$ cat src/sv/itp_pkg.sv
// ----------------------------------------------------------------------------
// itp_pkg: shared types and constants for the infix-to-postfix converter
// Character codes, precedence and letter helpers, controller state and the
// command and status structures that join the controller to the datapath.
// ----------------------------------------------------------------------------
package itp_pkg;

  localparam logic [7:0] CH_LPAREN = 8'h28;
  localparam logic [7:0] CH_RPAREN = 8'h29;
  localparam logic [7:0] CH_MUL    = 8'h2A;
  localparam logic [7:0] CH_ADD    = 8'h2B;
  localparam logic [7:0] CH_SUB    = 8'h2D;
  localparam logic [7:0] CH_DIV    = 8'h2F;
  localparam logic [7:0] CH_NUL    = 8'h00;

  localparam logic KIND_CHAR = 1'b0;
  localparam logic KIND_END  = 1'b1;

  typedef enum logic {
    ST_IDLE,
    ST_EVAL
  } state_e;

  typedef enum logic [1:0] {
    SRC_TOP,
    SRC_SYM,
    SRC_TERM
  } emit_src_e;

  typedef struct packed {
    logic      load;
    logic      push;
    logic      pop;
    logic      set_ovf;
    logic      clear;
    logic      emit;
    emit_src_e src;
  } cmd_t;

  typedef struct packed {
    logic is_end;
    logic is_letter;
    logic close_paren;
    logic empty;
    logic full;
    logic prec;
    logic out_free;
  } status_t;

  function automatic logic is_letter(input logic [7:0] c);
    is_letter = ((c >= 8'h41) && (c <= 8'h5A)) || ((c >= 8'h61) && (c <= 8'h7A));
  endfunction

  function automatic logic has_prec(input logic [7:0] top, input logic [7:0] inc);
    if ((top == CH_LPAREN) || (inc == CH_LPAREN)) begin
      has_prec = 1'b0;
    end else if (inc == CH_RPAREN) begin
      has_prec = 1'b1;
    end else if ((top == CH_MUL) || (top == CH_DIV)) begin
      has_prec = 1'b1;
    end else if (((top == CH_ADD) || (top == CH_SUB)) &&
                 ((inc == CH_MUL) || (inc == CH_DIV))) begin
      has_prec = 1'b0;
    end else begin
      has_prec = 1'b1;
    end
  endfunction

endpackage

$ cat src/sv/itp_ctrl.sv
// ----------------------------------------------------------------------------
// itp_ctrl: controller for the infix-to-postfix converter
// Two-state machine that takes one item and then steers the datapath through
// pops, pushes and emissions until that item is fully handled.
// ----------------------------------------------------------------------------
module itp_ctrl
  import itp_pkg::*;
(
  input  logic    clk_i,
  input  logic    rst_ni,
  input  logic    in_valid_i,
  output logic    in_ready_o,
  input  status_t status_i,
  output cmd_t    cmd_o
);

  state_e state_q;
  state_e state_d;

  always_ff @(posedge clk_i or negedge rst_ni) begin
    if (!rst_ni) begin
      state_q <= ST_IDLE;
    end else begin
      state_q <= state_d;
    end
  end

  always_comb begin
    state_d = state_q;
    case (state_q)
      ST_IDLE: begin
        if (in_valid_i) begin
          state_d = ST_EVAL;
        end
      end
      ST_EVAL: begin
        if (status_i.is_end) begin
          if (status_i.empty && status_i.out_free) begin
            state_d = ST_IDLE;
          end
        end else if (status_i.is_letter) begin
          if (status_i.out_free) begin
            state_d = ST_IDLE;
          end
        end else if (status_i.empty || !status_i.prec) begin
          state_d = ST_IDLE;
        end
      end
      default: begin
        state_d = ST_IDLE;
      end
    endcase
  end

  always_comb begin
    cmd_o      = '0;
    cmd_o.src  = SRC_TOP;
    in_ready_o = 1'b0;
    case (state_q)
      ST_IDLE: begin
        in_ready_o = 1'b1;
        cmd_o.load = in_valid_i;
      end
      ST_EVAL: begin
        if (status_i.is_end) begin
          if (status_i.out_free) begin
            cmd_o.emit = 1'b1;
            if (!status_i.empty) begin
              cmd_o.pop = 1'b1;
              cmd_o.src = SRC_TOP;
            end else begin
              cmd_o.clear = 1'b1;
              cmd_o.src   = SRC_TERM;
            end
          end
        end else if (status_i.is_letter) begin
          if (status_i.out_free) begin
            cmd_o.emit = 1'b1;
            cmd_o.src  = SRC_SYM;
          end
        end else if (!status_i.empty && status_i.prec) begin
          if (status_i.out_free) begin
            cmd_o.emit = 1'b1;
            cmd_o.pop  = 1'b1;
            cmd_o.src  = SRC_TOP;
          end
        end else if (status_i.close_paren && !status_i.empty) begin
          cmd_o.pop = 1'b1;
        end else if (!status_i.full) begin
          cmd_o.push = 1'b1;
        end else begin
          cmd_o.set_ovf = 1'b1;
        end
      end
      default: begin
        cmd_o = '0;
      end
    endcase
  end

endmodule

$ cat src/sv/itp_dpath.sv
// ----------------------------------------------------------------------------
// itp_dpath: datapath for the infix-to-postfix converter
// Input item register, operator stack memory with a registered top entry,
// stack count, sticky overflow flag and the output register.
// ----------------------------------------------------------------------------
module itp_dpath
  import itp_pkg::*;
#(
  parameter int STACK_DEPTH = 32
) (
  input  logic       clk_i,
  input  logic       rst_ni,
  input  logic       kind_i,
  input  logic [7:0] symbol_i,
  input  logic       out_ready_i,
  output logic       out_valid_o,
  output logic [7:0] out_symbol_o,
  output logic       is_last_o,
  output logic       overflow_o,
  input  cmd_t       cmd_i,
  output status_t    status_o
);

  localparam int AW = (STACK_DEPTH > 1) ? $clog2(STACK_DEPTH) : 1;
  localparam int CW = $clog2(STACK_DEPTH + 1);

  logic          kind_q;
  logic [7:0]    sym_q;
  logic [CW-1:0] cnt_q;
  logic [CW-1:0] cnt_d;
  logic          ovf_q;
  logic          ovf_d;
  logic [7:0]    top_q;
  logic [7:0]    mem_q [STACK_DEPTH];
  logic [AW-1:0] waddr;
  logic [AW-1:0] raddr;
  logic          out_valid_q;
  logic          out_valid_d;
  logic [7:0]    out_sym_q;
  logic          out_last_q;
  logic          out_ovf_q;

  assign waddr = cnt_q[AW-1:0];
  assign raddr = cnt_q[AW-1:0] - AW'(2);

  always_ff @(posedge clk_i) begin
    if (cmd_i.load) begin
      kind_q <= kind_i;
      sym_q  <= symbol_i;
    end
  end

  always_ff @(posedge clk_i) begin
    if (cmd_i.push) begin
      mem_q[waddr] <= sym_q;
      top_q        <= sym_q;
    end else if (cmd_i.pop) begin
      top_q <= mem_q[raddr];
    end
  end

  always_comb begin
    cnt_d = cnt_q;
    ovf_d = ovf_q;
    if (cmd_i.clear) begin
      cnt_d = '0;
      ovf_d = 1'b0;
    end else if (cmd_i.push) begin
      cnt_d = cnt_q + CW'(1);
    end else if (cmd_i.pop) begin
      cnt_d = cnt_q - CW'(1);
    end
    if (cmd_i.set_ovf) begin
      ovf_d = 1'b1;
    end
  end

  always_ff @(posedge clk_i or negedge rst_ni) begin
    if (!rst_ni) begin
      cnt_q <= '0;
      ovf_q <= 1'b0;
    end else begin
      cnt_q <= cnt_d;
      ovf_q <= ovf_d;
    end
  end

  always_comb begin
    out_valid_d = out_valid_q;
    if (cmd_i.emit) begin
      out_valid_d = 1'b1;
    end else if (out_ready_i) begin
      out_valid_d = 1'b0;
    end
  end

  always_ff @(posedge clk_i or negedge rst_ni) begin
    if (!rst_ni) begin
      out_valid_q <= 1'b0;
    end else begin
      out_valid_q <= out_valid_d;
    end
  end

  always_ff @(posedge clk_i) begin
    if (cmd_i.emit) begin
      case (cmd_i.src)
        SRC_TOP: begin
          out_sym_q  <= top_q;
          out_last_q <= 1'b0;
          out_ovf_q  <= 1'b0;
        end
        SRC_SYM: begin
          out_sym_q  <= sym_q;
          out_last_q <= 1'b0;
          out_ovf_q  <= 1'b0;
        end
        SRC_TERM: begin
          out_sym_q  <= CH_NUL;
          out_last_q <= 1'b1;
          out_ovf_q  <= ovf_q;
        end
        default: begin
          out_sym_q  <= CH_NUL;
          out_last_q <= 1'b0;
          out_ovf_q  <= 1'b0;
        end
      endcase
    end
  end

  assign out_valid_o  = out_valid_q;
  assign out_symbol_o = out_sym_q;
  assign is_last_o    = out_last_q;
  assign overflow_o   = out_ovf_q;

  assign status_o.is_end      = (kind_q == KIND_END);
  assign status_o.is_letter   = is_letter(sym_q);
  assign status_o.close_paren = (sym_q == CH_RPAREN);
  assign status_o.empty       = (cnt_q == '0);
  assign status_o.full        = (cnt_q == CW'(STACK_DEPTH));
  assign status_o.prec        = has_prec(top_q, sym_q);
  assign status_o.out_free    = !out_valid_q || out_ready_i;

endmodule

$ cat src/sv/infix_to_postfix_converter.sv
// ----------------------------------------------------------------------------
// infix_to_postfix_converter: shunting-yard infix to postfix converter
// Takes one infix character per transaction and returns postfix characters,
// with a terminator transaction that carries the overflow flag.
//
//   Channel | Handshake              | Payload
//   --------+------------------------+------------------------------------
//   input   | in_valid_i, in_ready_o | kind_i, symbol_i
//   output  | out_valid_o,out_ready_i| out_symbol_o, is_last_o, overflow_o
//
// An item is loaded in the idle state and handled in the evaluate state, so
// a letter or a plain push passes through each state once. Each operator
// popped and emitted adds a further evaluate step, set by the single read
// port of the stack memory. An output stall holds the controller only while
// it has a result to emit. Reset empties the stack and clears the overflow
// flag at once; the stack memory itself is not cleared.
// ----------------------------------------------------------------------------
module infix_to_postfix_converter
  import itp_pkg::*;
#(
  parameter int STACK_DEPTH = 32
) (
  input  logic       clk_i,
  input  logic       rst_ni,
  input  logic       in_valid_i,
  output logic       in_ready_o,
  input  logic       kind_i,
  input  logic [7:0] symbol_i,
  output logic       out_valid_o,
  input  logic       out_ready_i,
  output logic [7:0] out_symbol_o,
  output logic       is_last_o,
  output logic       overflow_o
);

  cmd_t    cmd;
  status_t status;

  itp_ctrl u_ctrl (
    .clk_i      (clk_i),
    .rst_ni     (rst_ni),
    .in_valid_i (in_valid_i),
    .in_ready_o (in_ready_o),
    .status_i   (status),
    .cmd_o      (cmd)
  );

  itp_dpath #(
    .STACK_DEPTH (STACK_DEPTH)
  ) u_dpath (
    .clk_i        (clk_i),
    .rst_ni       (rst_ni),
    .kind_i       (kind_i),
    .symbol_i     (symbol_i),
    .out_ready_i  (out_ready_i),
    .out_valid_o  (out_valid_o),
    .out_symbol_o (out_symbol_o),
    .is_last_o    (is_last_o),
    .overflow_o   (overflow_o),
    .cmd_i        (cmd),
    .status_o     (status)
  );

endmodule

$ cat config.mk
export PLATFORM = sky130hd
export DESIGN_NAME = infix_to_postfix_converter
export DESIGN_NICKNAME = d
export VERILOG_FILES = /design/src/sv/itp_pkg.sv /design/src/sv/itp_ctrl.sv /design/src/sv/itp_dpath.sv /design/src/sv/infix_to_postfix_converter.sv
export SDC_FILE = /design/constraint.sdc
export NUM_CORES = 1
export LEC_CHECK = 0
export BUFFER_PORTS_ARGS = -buffer_cell sky130_fd_sc_hd__buf_2
export CAP_MARGIN = 20
export CORE_ASPECT_RATIO = 0.5
export CORE_MARGIN = 1.5
export CORE_UTILIZATION = 40
export DETAILED_ROUTE_END_ITERATION = 16
export PLACE_DENSITY_LB_ADDON = 0.12
export SLEW_MARGIN = 30
export SYNTH_ARGS = -nofsm -noshare
export SYNTH_HDL_FRONTEND = slang
export SYNTH_SLANG_ARGS = --single-unit
$ cat constraint.sdc
create_clock -name clk_i -period 4.5 [get_ports clk_i]
set_input_delay 0.9 -clock clk_i [delete_from_list [all_inputs] [get_ports clk_i]]
set_output_delay 0.9 -clock clk_i [all_outputs]
set_load 0.03 [all_outputs]
==> results list, run 1 <==
* Total design power: 8.69 mW
* Kind of end point of the critical path: flip-flop
* IO Port Bufs: 24
* Final hold slack: about 0.22 ns
* Number of top-level design ports: 25
* Antenna cell count: 0
* Starting Density: 40.7%
- Max-cap violation count: 0
- Setup violations remaining at the end of the flow were counted as 0.
- The clock passes through at most 3 buffers.
- Clock tree from TritonCTS: yes
* Flop and latch count out of synthesis: 292
- For this run, the detailed router's first-pass iteration total came to 5.
- Clock-pin slew was measured on the worst setup and hold paths at 0.07 ns.
- Measured along the x axis, the die boundary spans 246 um.
* Leakage component of the power: 4.48 nW
* Resize count post-CTS: 0
- Critical path arrival: 4.25 ns
- The count of nets left with antenna violations once routing finished came out at 0.
- Yosys top cell by area: sky130_fd_sc_hd__edfxtp_1
- Across all setup checks in the final design, the least slack found is between 0.7 and 0.8 ns.
* Ordered cell list for the critical path: nor3_1, a21oi_1, a2111oi_4, o21ai_2, ha_1, a211oi_1, o21bai_1, a21oi_1, nor3b_1, or4b_1, nand4_1
- Final HPWL from detailed placement: 16.2 mm
* Iteration-0 DRC count of the detailed router: 532
* Share of synthesized registers carrying an async set or reset: 3.08%
- Yosys warning total: 0
* Clock Root Buffer: sky130_fd_sc_hd__clkbuf_16
- The worst hold path belongs to the class in2async.
- Sum of buffers and inverters on the critical path: 0
- # H-tree levels: 1
- Across every metal layer, demand over resource in global routing totals 17.8%.
* Final critical path time including I/O delays and setup: 3.78 ns
* RSZ-0062 raised after global routing: false
* DR vias/cell: 5.42
* Result of the run: finished, final reports clean
- After clock tree synthesis, the flow added hold-fix buffers numbering 0.
* Largest net degree at the start of global routing: 43
- Fraction of final layout cells sized beyond drive strength 1: 32.2%
- Sequential cell area fraction in the yosys report: 73.8%
* Top cell by count, worst path: sky130_fd_sc_hd__a21oi_1
- In the final routed layout, each cell accounts on average for 24.8 um.
- Vias in the first global route: 5,879
* Worst IR drop on VDD: 0.273 mV
* Max Slew Vio Count: 0
- Cell area after synthesis: 11,800 sq um
* Number of enable flip-flop cells after synthesis: 283
- Cells taking the most area after synthesis: sky130_fd_sc_hd__edfxtp_1 72%, sky130_fd_sc_hd__mux4_2 15%, sky130_fd_sc_hd__dfrtp_1 1.9%
- FILL cells: 2,397
- Clock buffer count from CTS: 28
- Unique masters post-synth: 56
* Prevailing post-synth register cell: sky130_fd_sc_hd__edfxtp_1
- In the final timing run, aggregate negative setup slack is 0 ns.
- Headroom to the max-slew limit came out at 37.6%.
- In this run the power density over the cells is approximately 640 nW/um^2.
* Synth-to-Final Area Change: 15.5%
* Final-report hold violation count: 0
- The initialized floorplan defines 44 standard-cell rows.
* Global placement routability congestion: roughly 0.74
* Antenna violations before repair: 0
* Number of nets in the layout: around 670
- After global routing the overflow that remains totals 0.
- The clock reaches the later pin of the worst-skew pair after 0.55 ns.
- Counting every instance in the synthesized netlist gives 576.
* Full die area: 30,600 sq um
- Standard cell with the maximum stage delay on the critical path: sky130_fd_sc_hd__nor3_1
- Height of the chip: 125 um
- The tree built by TritonCTS fans out to 292 sinks.
- The kind of cell with the highest combined delay along the critical path is compound AO/OA/AOI/OAI gates.
- Registers take 8730 sq um.
- Post-synth top area share: 71.9%
* Vias after detailed routing: 5,754
* Final wirelength: 26.4 mm
- Dividing the final minimum period by the clock period gives 83.9%.
- Largest stage delay on the critical path: slightly below 0.7 ns
- Final Skew: 0.00999 ns
- Syn Area/Cell: 20.5 sq um
- Worst-case setup slack after placement: between 0.7 and 0.8 ns
- Slew at the pin closest to its max-slew limit: just over 0.9 ns
- Wire length of the first global-routing pass: 39.8 mm
- CP max FO: 9
- For this run, design rule violations remaining after detail routing come to 0.
- Syn_nets: between 500 and 600
* Multi-input combinational cell area: 2930 sq um
* Critical Path RT: ~5 ns
* Post-CTS Setup Bufs: 0
- The critical path in this run is classified as reg2reg.
* Kind of start point of the critical path: flip-flop
* CORE AREA: 29,000 sq um
- Highest Clock Rate: 265 MHz
## registers in the layout, summed over array words and instances (netlist names)
name / count
u_dpath.sym_q: 8
u_dpath.cnt_q: 6
u_dpath.is_last_o: 1
u_dpath.mem_q: 256
u_dpath.kind_q: 1
u_ctrl.state_q: 1
u_dpath.out_valid_o: 1
u_dpath.out_symbol_o: 8
u_dpath.top_q: 8
u_dpath.overflow_o: 1
u_dpath.ovf_q: 1
## layout make-up
cell class              count  area share, %
clock buffers              32           5.40
clock inverters            19           1.82
inverters                  12          0.330
multi-input cells         244           21.5
flip-flops and latches    292           63.9
well taps                 391           3.58
repair buffers             71           3.47
## metal layers
layer | part of all wire [%] | global-route usage (%) | vias to the layer above | wire, um
li1 | - | - | 2515 | -
met1 | 48 | 27.7 | 3079 | 12600
met2 | 46 | 26.9 | 127 | 12100
met3 | 4.3 | 2.74 | 33 | 1140
met4 | 1.8 | 3.36 | 0 | 467
met5 | 0 | 0 | - | 0
## Yosys cell counts (all sizes together) (5+ instances only)
cell	n
dfrtp	9
mux4	80
or3	5
clkbuf	11
mux2i	18
inv	12
nor3	5
a21oi	5
nand3	11
ha	5
nor2	44
edfxtp	283
nand2	16
buf	17
o21ai	11
## layout by cell type, fill, tap and decap left out, types with 2 or more instances in the layout
cell type and instances:
sky130_fd_sc_hd__nor2_1 44, sky130_fd_sc_hd__or3_1 4, sky130_fd_sc_hd__buf_4 47, sky130_fd_sc_hd__nor2b_1 2, sky130_fd_sc_hd__a21oi_1 5, sky130_fd_sc_hd__clkinv_2 6
sky130_fd_sc_hd__nand3_1 10, sky130_fd_sc_hd__ha_1 5, sky130_fd_sc_hd__bufinv_16 6, sky130_fd_sc_hd__dfrtp_1 7, sky130_fd_sc_hd__mux2i_1 18, sky130_fd_sc_hd__clkinvlp_4 2
sky130_fd_sc_hd__xor2_1 3, sky130_fd_sc_hd__buf_2 24, sky130_fd_sc_hd__clkinv_1 4, sky130_fd_sc_hd__nor3_2 2, sky130_fd_sc_hd__nor3_1 3, sky130_fd_sc_hd__or4_1 2
sky130_fd_sc_hd__inv_1 11, sky130_fd_sc_hd__a21o_1 3, sky130_fd_sc_hd__nand2_1 15, sky130_fd_sc_hd__edfxtp_1 283, sky130_fd_sc_hd__xnor2_1 3, sky130_fd_sc_hd__mux4_2 80
sky130_fd_sc_hd__o21ai_0 10, sky130_fd_sc_hd__clkbuf_1 3, sky130_fd_sc_hd__nand2b_1 2, sky130_fd_sc_hd__clkbuf_16 29
## per-stage QoR
| step | std cells | cell area (sq um) | util (%) |
|---|---|---|---|
| after floorplan | 576 | 11800 | - |
| after CTS | 1061 | 13600 | 47.0 |
| after global routing | 1061 | 13600 | 47.0 |
| after detailed placement | 1010 | 12700 | 43.6 |
| after global placement | 1010 | 12700 | 43.6 |
| final | 1061 | 13600 | 47.0 |
## cells by family after synthesis
group / after synthesis / share of synthesized area (%)
buffers and inverters: 40 / 1.52
xor gates and xnor gates: 8 / 0.593
DFF: 292 / 73.8
muxes: 99 / 16.9
AOI/OAI and AO/OA: 33 / 2.18
and+or+nand+nor: 98 / 4.26
adders and majority gates: 6 / 0.699
## final timing paths
| kind | start | to | slack, ns | cells past startpoint |
|---|---|---|---|---|
| min in group clk_i | symbol_i[1] | u_dpath.sym_q[1] | 0.53 | 1 |
| setup reg to reg | u_dpath.sym_q[2] | u_dpath.cnt_q[5] | 0.72 | 11 |
| hold / removal | rst_ni | u_dpath.cnt_q[3] | 0.22 | 1 |
| hold reg to reg | u_dpath.ovf_q | u_dpath.overflow_o | 0.54 | 1 |
| setup / recovery | u_dpath.sym_q[2] | u_dpath.cnt_q[5] | 0.72 | 11 |
| max in group asynchronous | rst_ni | u_dpath.cnt_q[0] | 4.05 | 1 |
## power by group
| group | internal (mW) | switching (mW) |
|---|---|---|
| Combinational | 1.24 | 1.55 |
| Sequential | 3.25 | 0.121 |
| Clock | 1.52 | 0.999 |
| Total | 6.01 | 2.67 |
Note: power is estimated with default switching activity, not from simulation.
==> run 2, diff against run 1 <==
ABC_AREA = 1   (was default)
clock period = 3.2 ns   (was 4.5 ns; I/O delays follow)
==> run 2 against run 1 <==
  * Clock skew up 0.014 ns
  * Sequential share of layout area up 0.17 points
  * Power increased by 47%
  * Flip-flop and latch count unchanged
  * Non-clock buffer count increased by 18
  * Area after synthesis about the same
  * Hold slack improved by 0.050 ns
==> results list, run 2 <==
- Site row count: 44 (unchanged)
- The cell accounting for the most synthesized area is sky130_fd_sc_hd__edfxtp_1 (unchanged).
- The number of buffers added for setup after CTS is 0 (unchanged).
- The part of the Yosys area used for sequential elements came to 73.8% (about the same).
- Routed length per instance: 21.7 um (was 24.8 um)
- The cell leakage power is 4.77 nW (was 4.48 nW).
- The buffer cell driving the clock tree root was sky130_fd_sc_hd__clkbuf_16 (unchanged).
* Worst-case setup slack after placement: 0.276 ns (was 0.793 ns)
- Startpoint of the tightest hold check path: symbol_i[0]
- The routed wire length came to 30.6 mm (was 26.4 mm).
* Bufs on Longest Clock Path: 3 (unchanged)
* Cells taking the most area after synthesis: sky130_fd_sc_hd__edfxtp_1 72%, sky130_fd_sc_hd__nand2_1 7.9%, sky130_fd_sc_hd__a22oi_1 3.2% (was sky130_fd_sc_hd__edfxtp_1 72%, sky130_fd_sc_hd__mux4_2 15%, sky130_fd_sc_hd__dfrtp_1 1.9%)
- The total I/O pin count came to 25 (unchanged).
- Final Skew: 0.0244 ns (was 0.00999 ns)
- Ordered cell list for the critical path: nor2_4, inv_2, nor2_1, nand2_1, inv_2, or2_1, nand2_1, inv_2, nand2_4, ha_1, nand3_1, nand3_1, nand2_1, nand2_1, nand2_1, nand2_1, xor2_1, xnor2_1, nand2_1, nand2_1 (was nor3_1, a21oi_1, a2111oi_4, o21ai_2, ha_1, a211oi_1, o21bai_1, a21oi_1, nor3b_1, or4b_1, nand4_1)
- The most prevalent standard cell on the critical path was sky130_fd_sc_hd__nand2_1 (was sky130_fd_sc_hd__a21oi_1).
- The placer's final routability congestion estimate was 0.902 (was 0.740).
- Result of the run: finished, final reports clean (unchanged)
* Starting Density: 40.8% (was 40.7%)
* Final HPWL from detailed placement: 19.4 mm (was 16.2 mm)
- Kind of end point of the critical path: flip-flop (unchanged)
- Kind of start point of the critical path: flip-flop (unchanged)
- Total iterations of the first detailed-routing run: 5 (unchanged)
- The minimum clock period came to 2.96 ns (was 3.78 ns).
- The area of all sequential standard cells came to 8720 sq um (was 8730 sq um).
- The type of the worst setup path was reg2reg (unchanged).
* Wire length of the first global-routing pass: 46.2 mm (was 39.8 mm)
- The power per cell area is 937 nW/um^2 (was 637 nW/um^2).
* Final setup viols: 0 (unchanged)
- The cts-stage hold buffer count came to 1 (was 0).
* Syn_nets: 944 (was 595)
- The share of post-route cells with drive strength above 1 came to 14.0% (was 32.2%).
* Most flops, register: u_dpath.mem_q (unchanged)
* CORE AREA: 29,000 sq um (unchanged)
- Slew at the pin closest to its max-slew limit: 0.895 ns (was 0.936 ns)
- The gate count of the mapped netlist was 925 (was 576).
- The relative slew slack is 40.3% (was 37.6%).
* Vias after detailed routing: 7,611 (was 5,754)
* Yosys warning total: 0 (unchanged)
- # H-tree levels: 1 (unchanged)
* RSZ-0062 raised after global routing: false (unchanged)
- The clock transition at the register clock pins on the worst setup and hold paths after CTS came to 0.06 ns (was 0.07 ns).
- The via count of the first global-routing pass came to 7,473 (was 5,879).
* Family with the most delay on the worst path: simple AND/OR/NAND/NOR gates (was compound AO/OA/AOI/OAI gates)
- The clock insertion delay at the later pin of the skew report is 0.56 ns (was 0.55 ns).
* Critical Path RT: 3.69 ns (was 4.97 ns)
- The final net count is 1,022 (was 668).
* Resize count post-CTS: 0 (unchanged)
- The count of state elements after synthesis is 292 (unchanged).
- Largest stage delay on the critical path: 0.48 ns (was 0.68 ns)
- The initial detailed-routing violation count is 762 (was 532).
- Worst r2r src: u_dpath.cnt_q[1] (was u_dpath.sym_q[2])
- The average cell area after synthesis came to 12.8 sq um (was 20.5 sq um).
- DR vias/cell: 5.39 (was 5.42)
* Standard cell with the maximum stage delay on the critical path: sky130_fd_sc_hd__dfrtp_1 (was sky130_fd_sc_hd__nor3_1)
- Antenna violations before repair: 1 (was 0)
- Final setup TNS: 0 ns (unchanged)
- Width of the die: 246 um (about the same)
- Detailed-route DRC error count: 0 (unchanged)
- Startpoint of the worst setup timing path: u_dpath.cnt_q[1] (was u_dpath.sym_q[2])
- The maximum ir drop on the vdd rail was 0.501 mV (was 0.273 mV).
- The maximum fanout along the worst path is 15 (was 9).
- The number of synthesized flops with an enable pin was 283 (unchanged).
* Full die area: 30,700 sq um (was 30,600 sq um)
* GR Overflow Total: 0 (unchanged)
- Cell area after synthesis: 11,800 sq um (about the same)
* Worst hold path class: in2reg (was in2async)
- The total track usage came to 20.3% (was 17.8%).
* Clock sink count: 292 (unchanged)
- The number of antenna-violating nets in the routed design was 0 (unchanged).
* Final-report hold violation count: 0 (unchanged)
- The post-synthesis to final-layout area growth was 15.0% (was 15.5%).
* Unique masters post-synth: 34 (was 56)
- Synth cell count leaders: 283 x sky130_fd_sc_hd__edfxtp_1, 250 x sky130_fd_sc_hd__nand2_1, 65 x sky130_fd_sc_hd__nor2_1, 56 x sky130_fd_sc_hd__nand3_1, 56 x sky130_fd_sc_hd__nand4_1 (was 283 x sky130_fd_sc_hd__edfxtp_1, 80 x sky130_fd_sc_hd__mux4_2, 44 x sky130_fd_sc_hd__nor2_1, 18 x sky130_fd_sc_hd__mux2i_1, 15 x sky130_fd_sc_hd__nand2_1).
* FILL cells: 2,529 (was 2,397)
* Max-cap violation count: 0 (unchanged)
- The number of buffer and inverter stages on the critical path came to 3 (was 0).
- Multi-input combinational cell area: 2770 sq um (was 2930 sq um)
- Least setup slack across all paths after layout: 0.241 ns (was 0.723 ns)
- Clock tree from TritonCTS: yes (unchanged)
- Largest net degree at the start of global routing: 66 (was 43)
- The upper clock frequency limit was 338 MHz (was 265 MHz).
- The number of antenna cells inserted is 0 (unchanged).
- Critical path arrival: 3.45 ns (was 4.25 ns)
* Period Utilization, post-route: 92.5% (was 83.9%)
- The async set or reset register ratio after synthesis came to 3.08% (unchanged).
* Max FFs per register: 256 (unchanged)
- The dominant cell by count in the synthesized netlist is sky130_fd_sc_hd__edfxtp_1 (unchanged).
- The most common library cell in the layout ignoring fill and taps was sky130_fd_sc_hd__edfxtp_1 (unchanged).
* Clock buffer count from CTS: 27 (was 28)
- Highest-count cells in the layout ignoring fill and taps: 283 x sky130_fd_sc_hd__edfxtp_1, 250 x sky130_fd_sc_hd__nand2_1, 62 x sky130_fd_sc_hd__nor2_1, 60 x sky130_fd_sc_hd__buf_4 (was 283 x sky130_fd_sc_hd__edfxtp_1, 80 x sky130_fd_sc_hd__mux4_2, 47 x sky130_fd_sc_hd__buf_4, 44 x sky130_fd_sc_hd__nor2_1, 29 x sky130_fd_sc_hd__clkbuf_16)
- Max Slew Vio Count: 0 (unchanged)
* Height of the chip: 125 um (about the same)
- The flip-flop cell with the highest count after synthesis was sky130_fd_sc_hd__edfxtp_1 (unchanged).
* IO Port Bufs: 24 (unchanged)
* Post-synth top area share: 71.9% (about the same)
run 2: worst register-to-register path, stage by stage (launching register included):
cell and delay, ns:
sky130_fd_sc_hd__dfrtp_1 0.48, sky130_fd_sc_hd__nor2_4 0.16, sky130_fd_sc_hd__inv_2 0.10, sky130_fd_sc_hd__nor2_1 0.23, sky130_fd_sc_hd__nand2_1 0.16, sky130_fd_sc_hd__inv_2 0.09, sky130_fd_sc_hd__or2_1 0.10, sky130_fd_sc_hd__nand2_1 0.09
sky130_fd_sc_hd__inv_2 0.09, sky130_fd_sc_hd__nand2_4 0.13, sky130_fd_sc_hd__ha_1 0.39, sky130_fd_sc_hd__nand3_1 0.10, sky130_fd_sc_hd__nand3_1 0.11, sky130_fd_sc_hd__nand2_1 0.08, sky130_fd_sc_hd__nand2_1 0.06, sky130_fd_sc_hd__nand2_1 0.05
sky130_fd_sc_hd__nand2_1 0.06, sky130_fd_sc_hd__xor2_1 0.17, sky130_fd_sc_hd__xnor2_1 0.13, sky130_fd_sc_hd__nand2_1 0.06, sky130_fd_sc_hd__nand2_1 0.07
run 2: layer usage:
layer | global-route usage [%] | up-vias | wire [um]
met5 | 0 | - | 0
met4 | 4.19 | 0 | 601
met3 | 3.77 | 43 | 1960
met2 | 31.5 | 223 | 14000
met1 | 29.8 | 3821 | 14000
li1 | - | 3524 | -
run 2: logic make-up after synthesis:
group	after synthesis	synth area share [%]
simple gates	444	16.6
xor+xnor	6	0.444
buf+inv	85	3.03
fa+ha+maj	6	0.698
compound gates	92	5.50
flops	292	73.8
run 2: path summary, 6_finish.rpt:
path,slack [ns],depth (start not counted),end
setup / recovery,0.24,20,u_dpath.cnt_q[5]
hold / removal,0.27,1,u_dpath.sym_q[0]
setup reg to reg,0.24,20,u_dpath.cnt_q[5]
hold reg to reg,0.53,2,u_dpath.cnt_q[5]
max in group asynchronous,2.45,2,u_dpath.ovf_q
min in group asynchronous,0.51,2,u_dpath.cnt_q[5]
run 2: layout make-up:
class	count	area share [%]
Tap cell	391	3.60
Clock buffer	38	5.34
Sequential cell	292	64.1
Multi-Input combinational cell	548	20.3
Timing Repair Buffer	89	4.86
Inverter	45	1.24
Clock inverter	8	0.506
run 2: where the power goes:
part           internal, mW  total (mW)  switching [mW]
Sequential             4.62        4.76           0.140
Clock                  1.65        3.01            1.36
Combinational          1.45        4.98            3.53
Total                  7.72        12.8            5.03
run 2: per-stage QoR:
step / hold WS, ns / util (%) / power, mW / cells / area (sq um)
after CTS: 0.247 / 46.9 / 12.8 / 1411 / 13600
after global routing: 0.255 / 46.9 / 13.4 / 1411 / 13600
after detailed placement: 0.517 / 44.1 / 9.78 / 1364 / 12800
after floorplan: 0.344 / - / 7.87 / 925 / 11800
after global placement: 0.510 / 44.1 / 9.79 / 1364 / 12800
final: 0.270 / 46.9 / 12.8 / 1411 / 13600
==> run 3, diff against run 2 <==
RECOVER_POWER = 100   (was default)
clock period = 3 ns   (was 3.2 ns; I/O delays follow)
==> run 3 against run 2 <==
  * Flip-flop and latch count unchanged
  * Via count decreased by 1.3%
  * Clock skew down 0.0012 ns
  * Clock power up 12%
  * Combinational power rose by 9.6%
  * Maximum frequency is 9.4% higher
  * Critical path depth down 6
  * Design area increased by 0.90%
  * Final cell count up 0.28%
  * Wire length decreased by 0.22%
  * Critical path type unchanged
  * Critical endpoint is now u_dpath.cnt_q[4]
==> results list, run 3 (synthesized netlist as in run 2, its figures left out) <==
- Result of the run: finished, final reports clean (unchanged).
- The final design utilization is 47.3% (was 46.9%).
* Clock sink count: 292 (unchanged)
- The final net count is 1,022 (unchanged).
- The site row count was 44 (unchanged).
* Iteration-0 DRC count of the detailed router: 570 (was 762)
- Kind of end point of the critical path: flip-flop (unchanged)
- GR Overflow Total: 0 (unchanged)
- The sequential cell fraction of total power was 36.4% (was 37.3%).
* Clock tree from TritonCTS: yes (unchanged)
* Global placement routability congestion: 0.870 (was 0.902)
* Worst hold path class: in2reg (unchanged)
- Fraction of final layout cells sized beyond drive strength 1: 15.6% (was 14.0%)
- The largest net degree at the start of global routing came to 66 (unchanged).
- Wire length of the first global-routing pass: 45.5 mm (was 46.2 mm)
- Worst setup path category: reg2reg (unchanged)
* Vias in the first global route: 7,336 (was 7,473)
- The worst path required time came to 3.48 ns (was 3.69 ns).
* Insertion delay of the later-clocked pin in the worst-skew pair: 0.56 ns (about the same)
* Max-cap violation count: 0 (unchanged)
* Clk network pwr share: 24.3% (was 23.6%)
- The final standard cell count with taps included and fillers excluded came to 1,415 (was 1,411).
* Final-report hold violation count: 0 (unchanged)
- The total core area came to 29,000 sq um (unchanged).
- Final critical path time including I/O delays and setup: 2.70 ns (was 2.96 ns)
- The cell total after placement is 1,361 (was 1,364).
- The maximum level of the CTS H-tree is 1 (unchanged).
* Vias after detailed routing: 7,510 (was 7,611)
- The cell leakage power is 4.83 nW (was 4.77 nW).
- The maximum ir drop on the vdd rail came to 0.545 mV (was 0.501 mV).
- The final-layout fill cell count came to 2,560 (was 2,529).
- Proportion of total power due to net switching: 39.4% (about the same)
- The TritonCTS buffer count is 26 (was 27).
* Full die area: 30,700 sq um (unchanged)
- Width of the die: 246 um (unchanged)
- DR vias/cell: 5.31 (was 5.39)
- Final setup viols: 0 (unchanged)
- Total iterations of the first detailed-routing run: 4 (was 5)
* Max Slew Vio Count: 0 (unchanged)
- CP max FO: 34 (was 15)
- The portion of the clock cycle consumed by the worst path in the final layout was 90.1% (was 92.5%).
* Critical path arrival: 3.19 ns (was 3.45 ns)
- Number of top-level design ports: 25 (unchanged)
* Highest Clock Rate: 370 MHz (was 338 MHz)
- Power density over cell area: 1010 nW/um^2 (was 937 nW/um^2)
- Starting Density: 40.8% (unchanged)
- Detailed-route DRC error count: 0 (unchanged)
* Highest-count cells in the layout ignoring fill and taps: 283 x sky130_fd_sc_hd__edfxtp_1, 249 x sky130_fd_sc_hd__nand2_1, 59 x sky130_fd_sc_hd__nor2_1, 58 x sky130_fd_sc_hd__buf_4 (was 283 x sky130_fd_sc_hd__edfxtp_1, 250 x sky130_fd_sc_hd__nand2_1, 62 x sky130_fd_sc_hd__nor2_1, 60 x sky130_fd_sc_hd__buf_4)
- The number of flip-flops in the largest register was 256 (unchanged).
- Final wirelength: 30.5 mm (was 30.6 mm)
- The floorplan die height is 125 um (unchanged).
* Headroom to the max-slew limit: 41.8% (was 40.3%)
- IO Port Bufs: 24 (unchanged)
- Pint: 8.42 mW (was 7.72 mW)
- Slew at the pin closest to its max-slew limit: 0.873 ns (was 0.895 ns)
- Clock Pin Slew Worst Setup and Hold Paths: 0.06 ns (about the same)
* Final HPWL from detailed placement: 18.3 mm (was 19.4 mm)
- The startpoint type of the worst setup path was a flip-flop (unchanged).
* Psw: 5.48 mW (was 5.03 mW)
- Clock Root Buffer: sky130_fd_sc_hd__clkbuf_16 (unchanged)
- The initial antenna violation count is 0 (was 1).
- The largest register by flop count was u_dpath.mem_q (unchanged).
* Final Skew: 0.0233 ns (was 0.0244 ns)
* Final setup TNS: 0 ns (unchanged)
- The number of antenna-violating nets in the routed design is 0 (unchanged).
* Comb pwr share: 39.3% (was 39.1%)
- The total track usage came to 19.9% (was 20.3%).
- Routed length per instance: 21.5 um (was 21.7 um)
- The most common library cell in the layout ignoring fill and taps is sky130_fd_sc_hd__edfxtp_1 (unchanged).
* Synth-to-Final Area Change: 16.1% (was 15.0%)
- Bufs on Longest Clock Path: 3 (unchanged)
run 3: cell count changes in the layout (fill, tap and decap cells not counted), moves of 2 or more:
| cell | before | now |
|---|---|---|
| sky130_fd_sc_hd__inv_2 | 7 | 9 |
| sky130_fd_sc_hd__clkinv_2 | 0 | 8 |
| sky130_fd_sc_hd__inv_1 | 38 | 36 |
| sky130_fd_sc_hd__buf_4 | 60 | 58 |
| sky130_fd_sc_hd__clkbuf_1 | 10 | 8 |
| sky130_fd_sc_hd__nor2_2 | 2 | 5 |
| sky130_fd_sc_hd__clkinv_1 | 4 | 0 |
| sky130_fd_sc_hd__bufinv_16 | 1 | 3 |
| sky130_fd_sc_hd__nor2_1 | 62 | 59 |
| sky130_fd_sc_hd__buf_12 | 4 | 6 |
run 3: metrics by stage:
step	setup WS, ns	cell area [sq um]	power (mW)	hold slack [ns]
final	0.296	13700	13.9	0.232
after global routing	-0.00222	13700	14.6	0.218
after CTS	0.172	13600	13.9	0.207
after detailed placement	0.174	12800	10.5	0.499
after global placement	0.255	12800	10.5	0.492
after floorplan	0.0418	11800	8.40	0.304
run 3: layout make-up:
cell class	instances	area, sq um	share of cell area (%)
multi-input cells	548	2780	20.2
clock buffers	34	691	5.03
clock inverters	14	163	1.18
well taps	391	489	3.56
diodes	1	2.50	0.0182
repair buffers	90	709	5.17
inverters	45	169	1.23
flip-flops and latches	292	8720	63.6
run 3: power by group through the flow:
stage,Combinational (mW),Sequential [mW],Clock (mW)
after CTS,5.39,5.06,3.45
after global routing,5.93,5.09,3.60
final,5.46,5.06,3.38
after detailed placement,5.37,5.14,0
after global placement,5.34,5.14,0
after floorplan,3.06,5.33,0
run 3: worst max-delay path, cell delays in order (launching register included):
cell and delay [ns]:
sky130_fd_sc_hd__edfxtp_1 0.41, sky130_fd_sc_hd__buf_4 0.42, sky130_fd_sc_hd__nand4_1 0.14, sky130_fd_sc_hd__or2_1 0.23
sky130_fd_sc_hd__nand2_1 0.10, sky130_fd_sc_hd__inv_2 0.06, sky130_fd_sc_hd__nand2_4 0.08, sky130_fd_sc_hd__inv_1 0.09
sky130_fd_sc_hd__fa_1 0.45, sky130_fd_sc_hd__o21ai_0 0.17, sky130_fd_sc_hd__a21oi_1 0.09, sky130_fd_sc_hd__xor2_1 0.15
sky130_fd_sc_hd__nor2_1 0.11, sky130_fd_sc_hd__nand2_1 0.07, sky130_fd_sc_hd__nand2_1 0.08
run 3: worst paths after layout:
| check | start | to | slack, ns | depth (start not counted) |
|---|---|---|---|---|
| setup / recovery | u_dpath.sym_q[0] | u_dpath.cnt_q[4] | 0.30 | 14 |
| hold / removal | symbol_i[6] | u_dpath.sym_q[6] | 0.23 | 1 |
| setup reg to reg | u_dpath.sym_q[0] | u_dpath.cnt_q[4] | 0.30 | 14 |
| hold reg to reg | u_dpath.cnt_q[5] | u_dpath.cnt_q[5] | 0.54 | 2 |
| max in group asynchronous | rst_ni | u_dpath.cnt_q[0] | 1.91 | 2 |
| min in group asynchronous | rst_ni | u_dpath.cnt_q[3] | 0.62 | 2 |
run 3: timing repair:
| item | in CTS | in global routing |
|---|---|---|
| hold buffers | 1 | 0 |
| buffers inserted | 0 | 3 |
| endpoints found under the hold margin | 9 | 0 |
| gates resized for setup | 0 | 15 |
| endpoints found under the setup margin | 0 | 2 |
run 3: per-layer routing:
metal | GRT usage [%] | routed length (um) | up-vias
li1 | - | - | 3525
met2 | 29.3 | 13200 | 205
met4 | 4.29 | 545 | 0
met5 | 0 | 0 | -
met1 | 30.5 | 14900 | 3740
met3 | 3.62 | 1760 | 40
